--- config.mk ---
export PLATFORM = sky130hd
export DESIGN_NAME = base64_stream_encoder_unit_flat
export DESIGN_NICKNAME = d
export VERILOG_FILES = /design/src/hw/rtl/b64se_pkg.sv /design/src/hw/rtl/b64se_byte_if.sv /design/src/hw/rtl/b64se_char_if.sv /design/src/hw/rtl/b64se_front.sv /design/src/hw/rtl/b64se_fifo.sv /design/src/hw/rtl/b64se_back.sv /design/src/hw/rtl/base64_stream_encoder_unit.sv /design/src/flat_wrapper.sv
export VERILOG_INCLUDE_DIRS = /design/src /design/src/hw/rtl
export SDC_FILE = /design/constraint.sdc
export NUM_CORES = 1
export LEC_CHECK = 0
export ABC_AREA = 1
export BUFFER_PORTS_ARGS = -buffer_cell sky130_fd_sc_hd__buf_2
export CAP_MARGIN = 20
export CORE_ASPECT_RATIO = 1.2
export CORE_MARGIN = 1
export CORE_UTILIZATION = 45
export DETAILED_ROUTE_END_ITERATION = 10
export SYNTH_ARGS = -nofsm -noshare
export SYNTH_HDL_FRONTEND = slang
export SYNTH_SLANG_ARGS = --single-unit
--- constraint.sdc ---
create_clock -name clk -period 3 [get_ports clk]
set_input_delay 0.3 -clock clk [delete_from_list [all_inputs] [get_ports clk]]
set_output_delay 0.3 -clock clk [all_outputs]
set_load 0.02 [all_outputs]
--- src/hw/rtl/base64_stream_encoder_unit_defines.svh ---
// Assertion macros for the base64 stream encoder.
// Depends on nothing; included by the top level.
`ifndef BASE64_STREAM_ENCODER_UNIT_DEFINES_SVH
`define BASE64_STREAM_ENCODER_UNIT_DEFINES_SVH

// Same-cycle implication under reset.
`define B64SE_ASSERT_NOW(lbl, clk, rst_n, ante, cons, msg) \
	lbl: assert property (@(posedge clk) disable iff (!rst_n) (ante) |-> (cons)) else $error(msg);

// Next-cycle implication under reset.
`define B64SE_ASSERT_NEXT(lbl, clk, rst_n, ante, cons, msg) \
	lbl: assert property (@(posedge clk) disable iff (!rst_n) (ante) |=> (cons)) else $error(msg);

`endif

--- src/hw/rtl/b64se_pkg.sv ---
// Types, constants and the character map of the base64 stream encoder.
// No dependencies.
package b64se_pkg;

	typedef enum logic [1:0] {
		PH_FIRST,
		PH_SECOND,
		PH_THIRD
	} b64se_phase_t;

	localparam logic [7:0] CH_PAD       = 8'h3D;
	localparam logic [7:0] CH_PLUS      = 8'h2B;
	localparam logic [7:0] CH_SLASH     = 8'h2F;
	localparam logic [7:0] OFS_UPPER    = 8'd65;
	localparam logic [7:0] OFS_LOWER    = 8'd71;
	localparam logic [7:0] OFS_DIGIT    = 8'd4;

	typedef struct packed {
		logic       pad;
		logic [5:0] code;
	} b64se_slot_t;

	typedef struct packed {
		b64se_slot_t [3:0] slot;
		logic [1:0]        last;
		logic              fin;
	} b64se_entry_t;

	typedef struct packed {
		logic         valid;
		b64se_entry_t entry;
	} b64se_push_t;

	typedef struct packed {
		logic full;
		logic empty;
	} b64se_fifo_stat_t;

	function automatic logic [7:0] b64se_ascii(b64se_slot_t s);
		logic [7:0] c;
		logic [7:0] r;
		c = {2'b00, s.code};
		case (s.code) inside
			[6'd0:6'd25]:  r = c + OFS_UPPER;
			[6'd26:6'd51]: r = c + OFS_LOWER;
			[6'd52:6'd61]: r = c - OFS_DIGIT;
			6'd62:         r = CH_PLUS;
			default:       r = CH_SLASH;
		endcase
		if (s.pad) begin
			r = CH_PAD;
		end
		return r;
	endfunction

endpackage

--- src/hw/rtl/b64se_byte_if.sv ---
// Valid/ready channel that carries raw message bytes.
// No dependencies.
interface b64se_byte_if;
	logic       valid;
	logic       ready;
	logic [7:0] data_byte;
	logic       final_byte;

	modport source (output valid, output data_byte, output final_byte, input ready);
	modport sink (input valid, input data_byte, input final_byte, output ready);
endinterface

--- src/hw/rtl/b64se_char_if.sv ---
// Valid/ready channel that carries encoded characters.
// No dependencies.
interface b64se_char_if;
	logic       valid;
	logic       ready;
	logic [7:0] text_char;
	logic       final_char;

	modport source (output valid, output text_char, output final_char, input ready);
	modport sink (input valid, input text_char, input final_char, output ready);
endinterface

--- src/hw/rtl/b64se_front.sv ---
// Front end: accepts bytes, tracks the group phase and builds a character group.
// Depends on b64se_pkg and b64se_byte_if.
module b64se_front (
	input  logic                       clk,
	input  logic                       arst_n,
	b64se_byte_if.sink                 raw,
	input  b64se_pkg::b64se_fifo_stat_t fifo_stat,
	output b64se_pkg::b64se_push_t     push,
	output b64se_pkg::b64se_phase_t    phase
);
	import b64se_pkg::*;

	b64se_phase_t phase_q, phase_d;
	logic [3:0]   left_q, left_d;
	b64se_entry_t ent;
	logic         accept;
	logic [7:0]   b;

	assign raw.ready = !fifo_stat.full;
	assign accept    = raw.valid && raw.ready;
	assign b         = raw.data_byte;
	assign phase     = phase_q;

	always_comb begin
		ent     = '0;
		ent.fin = raw.final_byte;
		phase_d = phase_q;
		left_d  = left_q;
		case (phase_q)
			PH_SECOND: begin
				ent.slot[0].code = {left_q[1:0], b[7:4]};
				if (raw.final_byte) begin
					ent.slot[1].code = {b[3:0], 2'b00};
					ent.slot[2].pad  = 1'b1;
					ent.last         = 2'd2;
					phase_d          = PH_FIRST;
					left_d           = 4'd0;
				end else begin
					ent.last = 2'd0;
					phase_d  = PH_THIRD;
					left_d   = b[3:0];
				end
			end
			PH_THIRD: begin
				ent.slot[0].code = {left_q, b[7:6]};
				ent.slot[1].code = b[5:0];
				ent.last         = 2'd1;
				phase_d          = PH_FIRST;
				left_d           = 4'd0;
			end
			default: begin
				ent.slot[0].code = b[7:2];
				if (raw.final_byte) begin
					ent.slot[1].code = {b[1:0], 4'b0000};
					ent.slot[2].pad  = 1'b1;
					ent.slot[3].pad  = 1'b1;
					ent.last         = 2'd3;
					phase_d          = PH_FIRST;
					left_d           = 4'd0;
				end else begin
					ent.last = 2'd0;
					phase_d  = PH_SECOND;
					left_d   = {2'b00, b[1:0]};
				end
			end
		endcase
	end

	assign push.valid = accept;
	assign push.entry = ent;

	always_ff @(posedge clk or negedge arst_n) begin
		if (!arst_n) begin
			phase_q <= PH_FIRST;
			left_q  <= 4'd0;
		end else if (accept) begin
			phase_q <= phase_d;
			left_q  <= left_d;
		end
	end
endmodule

--- src/hw/rtl/b64se_fifo.sv ---
// Short queue of character groups between front and back end.
// Depends on b64se_pkg. DEPTH must be a power of two.
module b64se_fifo #(
	parameter int DEPTH = 4
) (
	input  logic                        clk,
	input  logic                        arst_n,
	input  b64se_pkg::b64se_push_t      push,
	input  logic                        pop,
	output b64se_pkg::b64se_entry_t     rd_entry,
	output b64se_pkg::b64se_fifo_stat_t stat
);
	import b64se_pkg::*;

	localparam int AW = $clog2(DEPTH);
	localparam int CW = $clog2(DEPTH + 1);

	b64se_entry_t  mem_q [DEPTH];
	logic [AW-1:0] wr_ptr_q;
	logic [AW-1:0] rd_ptr_q;
	logic [CW-1:0] count_q;
	logic          do_pop;

	assign stat.full  = (count_q == CW'(DEPTH));
	assign stat.empty = (count_q == '0);
	assign do_pop     = pop && !stat.empty;
	assign rd_entry   = mem_q[rd_ptr_q];

	always_ff @(posedge clk) begin
		if (push.valid) begin
			mem_q[wr_ptr_q] <= push.entry;
		end
	end

	always_ff @(posedge clk or negedge arst_n) begin
		if (!arst_n) begin
			wr_ptr_q <= '0;
			rd_ptr_q <= '0;
			count_q  <= '0;
		end else begin
			if (push.valid) begin
				wr_ptr_q <= wr_ptr_q + AW'(1);
			end
			if (do_pop) begin
				rd_ptr_q <= rd_ptr_q + AW'(1);
			end
			case ({push.valid, do_pop})
				2'b10:   count_q <= count_q + CW'(1);
				2'b01:   count_q <= count_q - CW'(1);
				default: count_q <= count_q;
			endcase
		end
	end
endmodule

--- src/hw/rtl/b64se_back.sv ---
// Back end: drains character groups one character per cycle, while text.ready allows, into an output register.
// Depends on b64se_pkg and b64se_char_if.
module b64se_back (
	input  logic                        clk,
	input  logic                        arst_n,
	input  b64se_pkg::b64se_entry_t     rd_entry,
	input  b64se_pkg::b64se_fifo_stat_t fifo_stat,
	output logic                        pop,
	b64se_char_if.source                text
);
	import b64se_pkg::*;

	b64se_entry_t cur_q;
	logic         cur_valid_q;
	logic [1:0]   idx_q;
	logic         out_valid_q;
	logic [7:0]   char_q;
	logic         fin_q;
	logic         adv;
	logic         at_last;

	assign at_last = (idx_q == cur_q.last);
	assign adv     = cur_valid_q && (!out_valid_q || text.ready);
	assign pop     = !fifo_stat.empty && (!cur_valid_q || (adv && at_last));

	assign text.valid      = out_valid_q;
	assign text.text_char  = char_q;
	assign text.final_char = fin_q;

	always_ff @(posedge clk or negedge arst_n) begin
		if (!arst_n) begin
			cur_valid_q <= 1'b0;
			idx_q       <= 2'd0;
			out_valid_q <= 1'b0;
		end else begin
			if (adv) begin
				out_valid_q <= 1'b1;
			end else if (text.ready) begin
				out_valid_q <= 1'b0;
			end
			if (pop) begin
				idx_q <= 2'd0;
			end else if (adv) begin
				idx_q <= idx_q + 2'd1;
			end
			if (pop) begin
				cur_valid_q <= 1'b1;
			end else if (adv && at_last) begin
				cur_valid_q <= 1'b0;
			end
		end
	end

	always_ff @(posedge clk) begin
		if (pop) begin
			cur_q <= rd_entry;
		end
		if (adv) begin
			char_q <= b64se_ascii(cur_q.slot[idx_q]);
			fin_q  <= cur_q.fin && at_last;
		end
	end
endmodule

--- src/hw/rtl/base64_stream_encoder_unit.sv ---
// Base64 stream encoder: one raw byte in, base64 characters out (standard alphabet, '=' pad).
// Path: a byte's group passes the queue, the back end's current-group register and char_q.
// Throughput: one character per cycle out while text.ready is high; a byte every cycle while
// the group queue has room; sustained, the back end's single character output sets the pace.
// Reset: arst_n clears group phase, leftover bits, the queue and the output valid.
// Depends on b64se_pkg, the channel interfaces, front, queue and back modules.
module base64_stream_encoder_unit #(
	parameter int QUEUE_DEPTH = 4
) (
	input  logic          clk,
	input  logic          arst_n,
	b64se_byte_if.sink    raw,
	b64se_char_if.source  text
);
	import b64se_pkg::*;
	`include "base64_stream_encoder_unit_defines.svh"

	b64se_push_t      push;
	b64se_fifo_stat_t fifo_stat;
	b64se_entry_t     rd_entry;
	b64se_phase_t     phase;
	logic             pop;

	b64se_front u_front (
		.clk       (clk),
		.arst_n    (arst_n),
		.raw       (raw),
		.fifo_stat (fifo_stat),
		.push      (push),
		.phase     (phase)
	);

	b64se_fifo #(
		.DEPTH (QUEUE_DEPTH)
	) u_fifo (
		.clk      (clk),
		.arst_n   (arst_n),
		.push     (push),
		.pop      (pop),
		.rd_entry (rd_entry),
		.stat     (fifo_stat)
	);

	b64se_back u_back (
		.clk       (clk),
		.arst_n    (arst_n),
		.rd_entry  (rd_entry),
		.fifo_stat (fifo_stat),
		.pop       (pop),
		.text      (text)
	);

	`B64SE_ASSERT_NOW(a_no_overflow, clk, arst_n, push.valid, !fifo_stat.full, "push into full queue")
	`B64SE_ASSERT_NEXT(a_final_resets, clk, arst_n, raw.valid && raw.ready && raw.final_byte, phase == PH_FIRST, "phase not cleared after final byte")
	`B64SE_ASSERT_NEXT(a_push_lands, clk, arst_n, push.valid, !fifo_stat.empty, "queue empty after push")
endmodule
--- src/flat_wrapper.sv ---
// flat-port wrapper written by rule: the top's interface ports become plain ports
module base64_stream_encoder_unit_flat import b64se_pkg::*;
#(
	parameter int QUEUE_DEPTH = 4
)
  (clk, arst_n, raw_valid, raw_data_byte, raw_final_byte, raw_ready, text_valid, text_text_char, text_final_char, text_ready);
  b64se_byte_if raw_i ();
  b64se_char_if text_i ();
  input  logic clk;
  input  logic arst_n;
  input wire logic [$bits(raw_i.valid)-1:0] raw_valid;
  input wire logic [$bits(raw_i.data_byte)-1:0] raw_data_byte;
  input wire logic [$bits(raw_i.final_byte)-1:0] raw_final_byte;
  output wire logic [$bits(raw_i.ready)-1:0] raw_ready;
  output wire logic [$bits(text_i.valid)-1:0] text_valid;
  output wire logic [$bits(text_i.text_char)-1:0] text_text_char;
  output wire logic [$bits(text_i.final_char)-1:0] text_final_char;
  input wire logic [$bits(text_i.ready)-1:0] text_ready;
  assign raw_i.valid = raw_valid;
  assign raw_i.data_byte = raw_data_byte;
  assign raw_i.final_byte = raw_final_byte;
  assign raw_ready = raw_i.ready;
  assign text_valid = text_i.valid;
  assign text_text_char = text_i.text_char;
  assign text_final_char = text_i.final_char;
  assign text_i.ready = text_ready;
  base64_stream_encoder_unit #(.QUEUE_DEPTH(QUEUE_DEPTH)) u_core (.clk(clk), .arst_n(arst_n), .raw(raw_i), .text(text_i));
endmodule
After elaboration in Yosys (flattened, before gate mapping)
Memory sizes are Yosys's and may differ from the RTL's. A register that Yosys moved wholly into a read port is not among the register bits.
Index checks and enable logic that the tools add are counted.
- RAM bits: 68
- bits of input ports: 13
- output and inout port bits: 11
- memories: 1
- register bits after elaboration: 40
- reduce and logical (&&, ||, !) cells: 21
- $add $sub $neg: 8
- equality and inequality tests: 7
- magnitude comparators: 7
- mux-type cells: 30
- memory list (memory ; words ; width ; rd ports ; clocked after Yosys merged registers in ; wr ports ; line ; source):
    u_core.u_fifo.mem_q ; 4 ; 17 ; 1 ; 1 ; 1 ; b64se_fifo.sv:18 ; b64se_entry_t mem_q [DEPTH];
- operators by type and width (kind ; number):
    8-bit two-way mux ; 3
    6-bit by 7-bit adder with 8-bit output, second input constant ; 2
    8-bit one-hot mux with 2 select lines ; 1
    7-bit binary-select mux with 2-bit select ; 1
    6-bit less-or-equal comparator, second input constant ; 2
    2-bit two-way mux ; 6
    6-bit two-way mux ; 2
    6-bit one-hot mux with 2 select lines ; 1
    1-bit two-way mux ; 10
    1-bit logical AND ; 9
    4-bit one-hot mux with 2 select lines ; 1
    2-bit nonzero test ; 4
    7-bit two-way mux ; 1
    6-bit by 3-bit subtractor with 7-bit output, second input constant ; 1
    2-bit by 1-bit adder with 2-bit output, second input constant ; 3
    6-bit equality test, second input constant ; 1
    6-bit by 1-bit >= comparator with 1-bit output, second input constant ; 1
    6-bit by 5-bit >= comparator with 1-bit output, second input constant ; 1
    6-bit >= comparator, second input constant ; 1
    6-bit by 5-bit less-or-equal comparator with 1-bit output, second input constant ; 1
    3-bit one-hot mux with 2 select lines ; 1
    2-bit by 1-bit equality test with 1-bit output, second input constant ; 2
    2-bit equality test, second input constant ; 2
    1-bit zero test ; 4
    11 further kinds ; 12

Logic depth before layout (Yosys ltp)
- word-level depth: 9
- gate-level depth with buffers: 16
- gate-level depth less buffers: 16

Hierarchy
Synthesis repeated with hierarchy kept, for this count alone.
- cells, all modules: 767
- area, all modules: 8620.8 um2
- by module, submodules not included (module ; times used ; area each (um2) ; cells each ; seq. area each (um2)):
    b64se_fifo ; 1 ; 5554.1 ; 420 ; 3898.7
    b64se_back ; 1 ; 2371.0 ; 240 ; 1301.2
    b64se_front ; 1 ; 695.7 ; 107 ; 150.1

Worst setup path before layout
No wires, ideal clock.
- path type: reg2reg
- start: reg u_core.u_back.idx_q[0]
- end: reg u_core.u_fifo.count_q[2]
- stages on the path, launching flop included: 14
- setup time: 124 ps
- arrival time: 2560 ps
- path buffers: 1
- data required time: 2876 ps
- setup slack: 316 ps
- clock period less this slack: 2684 ps
- cell sequence: dfrtp_1 buf_6 xnor2_1 nand2_1 o21ai_1 inv_1 or2_1 inv_1 ha_1 inv_1 fa_1 a21oi_1 o21ai_0 xnor2_1
- word-level cells in the longest chain between the ends: 7
- elaborated cells between the ends (all ways): 9
- classes of those cells: 3 x eq/ne; 1 x mux; 5 x reduce/logical
- RTL lines (what ; line ; source):
    from (decl) ; b64se_back.sv:15 ; logic [1:0] idx_q;
    from (signal assigned) ; b64se_back.sv:44 ; idx_q <= idx_q + 2'd1;
    2-bit equality test (*) ; b64se_back.sv:22 ; assign at_last = (idx_q == cur_q.last);
    1-bit logical AND (*) ; b64se_back.sv:24 ; assign pop = !fifo_stat.empty && (!cur_valid_q || (adv && at_last));
    1-bit logical OR (*) ; b64se_back.sv:24 ;
    1-bit logical AND (*) ; b64se_back.sv:24 ;
    via u_core.pop ; base64_stream_encoder_unit.sv:22 ; logic pop;
    1-bit logical AND (*) ; b64se_fifo.sv:26 ; assign do_pop = pop && !stat.empty;
    2-bit by 1-bit equality test with 1-bit output / 2-bit equality test (equally long branches) ; b64se_fifo.sv:47 ; case ({push.valid, do_pop})
    3-bit one-hot mux with 2 select lines / 2-bit nonzero test (equally long branches) ; -- ;
    to (signal assigned) ; b64se_fifo.sv:48 ; 2'b10: count_q <= count_q + CW'(1);
    to (signal assigned) ; b64se_fifo.sv:49 ; 2'b01: count_q <= count_q - CW'(1);
    to (signal assigned) ; b64se_fifo.sv:50 ; default: count_q <= count_q;
    to (decl) ; b64se_fifo.sv:21 ; logic [CW-1:0] count_q;
The timed path passes the listed nets; every way through them passes the cells marked *.
A chain may end at the register's enable or synchronous reset.

Final worst setup path
Ends and elaborated chain as after synthesis.

==> flow_metrics.env <==
export IMPL_outcome="finished clean"
export IMPL_synth_seq_cells=111
export IMPL_hold_depth=4
export IMPL_fin_crit_sh_pct=83.26
export IMPL_final_cell_mix="94 x edfxtp_1, 74 x nand2_1, 55 x nor2_1"
export IMPL_fin_setup_tns_ns=0
export IMPL_regArea_sq_um=3248
export IMPL_die_w_um=99.83
export IMPL_synth_cell_area_sq_um=5167
export IMPL_antenna_cells=0
export IMPL_first_iter_violations=179
export IMPL_clock_root_buffer="clkbuf_16"
export IMPL_total_power_w=0.006807
export IMPL_syn_to_final_growth_pct=11.36
export IMPL_ant_nets=0
export IMPL_r2r_cells=12
export IMPL_syn_nets=504
export IMPL_relSlewSlack_pct=29.68
export IMPL_rows=42
export IMPL_finalSetupViolCount=0
export IMPL_grt_pass1_vias=3492
export IMPL_r2r_end="u_core.u_fifo.count_q[2]"
export IMPL_cts_sinks=111
export IMPL_fin_nets=533
export IMPL_drc_errors=0
export IMPL_hold_viol=0
export IMPL_post_dp_hpwl_um=6883
export IMPL_die_height_um=119.4
export IMPL_tightestPinTransition_ns=1.054
export IMPL_clk_latency_ns=0.35
export IMPL_regToRegSetupSlack_ns=0.50
export IMPL_startpoint_type="register"
export IMPL_grt_setup_unrepaired="false"
export IMPL_avgSynthCellArea_sq_um=10.92
export IMPL_period_minus_slack_ns=2.498
export IMPL_fin_util_pct=51.90
export IMPL_place_area_sq_um=5472
export IMPL_r2r_start="u_core.u_back.idx_q[0]"
export IMPL_clock_path_buffers=2
export IMPL_arrival_ns=2.73
export IMPL_initial_core_util_pct=46.60
export IMPL_yosys_warnings=0
export IMPL_gp_congestion=0.8591
export IMPL_cp_required_ns=3.23
export IMPL_post_drt_wl_per_cell_um=15.10
export IMPL_slew_viol_final=0
export IMPL_first_pass_iters=4
export IMPL_hold_start="text_ready"
export IMPL_fmax_mhz=400.4
export IMPL_worstSetupPathType="reg2reg"
export IMPL_crit_fanout=11
export IMPL_drt_wl_total_um=9980
export IMPL_core_sq_um=11090
export IMPL_cts_tree="yes"
export IMPL_seq_area_frac_synth_pct=62.86
export IMPL_nFillCells=1009
export IMPL_htree_levels=3
export IMPL_dieArea_sq_um=11920
export IMPL_netlist_instances=473
export IMPL_gr_usage_all_layers_pct=18.81
export IMPL_grt_max_degree=36
export IMPL_power_density_nw_per_um2=1183
export IMPL_antenna_found_initial=0
export IMPL_final_area_sq_um=5754
export IMPL_final_common_cell="edfxtp_1"
export IMPL_skew_ns=0.007050
export IMPL_ios=24
export IMPL_vias=3376
export IMPL_cts_resized=0
export IMPL_peakVddDrop_uv=444.2
export IMPL_p_leak_nw=2.296
export IMPL_viasPerCell=5.107
export IMPL_min_path_type="in2reg"
export IMPL_numCtsBuffers=9
export IMPL_grt_pass1_wl_um=16920
export IMPL_synth_distinct_cells=36
export IMPL_io_buffers=23
export IMPL_drive_gt1_share_pct=14.20
export IMPL_multiInputGateArea_sq_um=1635
export IMPL_grt_ovfl_total=0
export IMPL_cts_clk_slew_worst_paths_ns=0.07
export IMPL_cap_violations=0
export IMPL_end_kind="register"
export IMPL_hold_path_end="u_core.u_back.text.valid"
## registers in the layout, indices dropped and copies added, names as in the netlist, 2 cells and up
signal                        cells
u_core.u_back.cur_q              17
u_core.u_front.left_q             4
u_core.u_fifo.count_q             3
u_core.u_fifo.mem_q              68
u_core.u_front.phase              2
u_core.u_back.idx_q               2
u_core.u_fifo.wr_ptr_q            2
u_core.u_fifo.rd_ptr_q            2
u_core.u_back.text.text_char      8
## worst max-delay path: stages (launching register included)
cell and delay (ns):
dfrtp_1 0.61, xnor2_1 0.17, nand2_1 0.08, o21ai_1 0.16, inv_1 0.05, or2_1 0.25
inv_1 0.09, ha_1 0.13, inv_1 0.07, fa_1 0.38, a21oi_1 0.15, o21ai_0 0.11
xnor2_1 0.14
## routing by layer
| metal | wire [um] | global-route usage, % | share of wire [%] | vias up |
|---|---|---|---|---|
| li1 | - | - | - | 1670 |
| met1 | 4369 | 21.96 | 44 | 1630 |
| met2 | 5093 | 33.06 | 51 | 57 |
| met3 | 266 | 3.286 | 2.7 | 19 |
| met4 | 250 | 9.191 | 2.5 | 0 |
| met5 | 0 | 0 | 0 | - |
## final cells by class
class                           count  area share, %
Clock inverter                      7         0.8263
Sequential cell                   111          56.45
Timing Repair Buffer               31          3.088
Multi-Input combinational cell    289          28.42
Tap cell                          154          3.349
Clock buffer                        9          3.914
Inverter                           60          3.957
## synth_stat cells (all sizes together)
master / number / area, sq um
edfxtp: 94 / 2823
nand2: 82 / 342.8
inv: 60 / 227.7
nor2: 59 / 245.2
o21ai: 48 / 251.5
nand3: 22 / 155.2
o22ai: 19 / 118.9
dfrtp: 17 / 425.4
ha: 17 / 212.7
clkbuf: 12 / 45.04
a21oi: 7 / 35.03
xor2: 7 / 61.31
o211ai: 6 / 45.04
xnor2: 5 / 43.79
nor3: 4 / 20.02
nand4: 2 / 12.51
o221ai: 2 / 17.52
o31ai: 2 / 15.01
or2: 2 / 12.52
a31oi: 1 / 6.260
and3: 1 / 6.260
buf: 1 / 11.26
fa: 1 / 20.02
nand3b: 1 / 7.510
nor4: 1 / 6.260
## repair_timing
action,CTS,global route
buffers inserted,0,0
endpoints found under the hold margin,17,0
hold buffers,1,0
## how the worst max path moves through the flow
stage                            from                               to  slack, ns  depth (start not counted)
2_1_floorplan  u_core.u_back.idx_q[0]         u_core.u_fifo.count_q[2]       0.32                         13
4_1_cts        u_core.u_back.idx_q[0]         u_core.u_fifo.count_q[2]       0.50                         12
3_5_place_dp   u_core.u_back.idx_q[0]         u_core.u_fifo.count_q[2]       0.50                         12
5_1_grt        u_core.u_back.idx_q[0]  u_core.u_back.text.text_char[0]       0.30                         12
6_report       u_core.u_back.idx_q[0]         u_core.u_fifo.count_q[2]       0.50                         12
3_3_place_gp   u_core.u_back.idx_q[0]         u_core.u_fifo.count_q[2]       0.60                         12
## power by group
| group | switching, W | internal [W] |
|---|---|---|
| Combinational | 0.00212 | 0.000971 |
| Clock | 0.000541 | 0.000563 |
| Sequential | 0.000169 | 0.00245 |
| Total | 0.00283 | 0.00398 |
## stage by stage
step                hold WS [ns]  worst slack (ns)  std cells
floorplan               0.004409            0.3163        473
global placement          0.2744            0.6044        644
detailed placement        0.2632            0.5005        644
CTS                       0.1978            0.5018        661
global route              0.2400            0.2970        661
finish                    0.2034            0.5023        661
## cells by family (layout without fill, tap and decap cells)
kind of cell | after synthesis | after routing | synth area share [%]
adder cells (fa/ha/maj) | 18 | 18 | 4.504
XOR/XNOR | 12 | 12 | 2.034
flip-flops | 111 | 111 | 62.86
AND/OR/NAND/NOR | 174 | 174 | 15.64
AO/OA/AOI/OAI | 85 | 85 | 9.467
buffers and inverters | 73 | 107 | 5.496
Note: power is estimated with default switching activity, not from simulation.
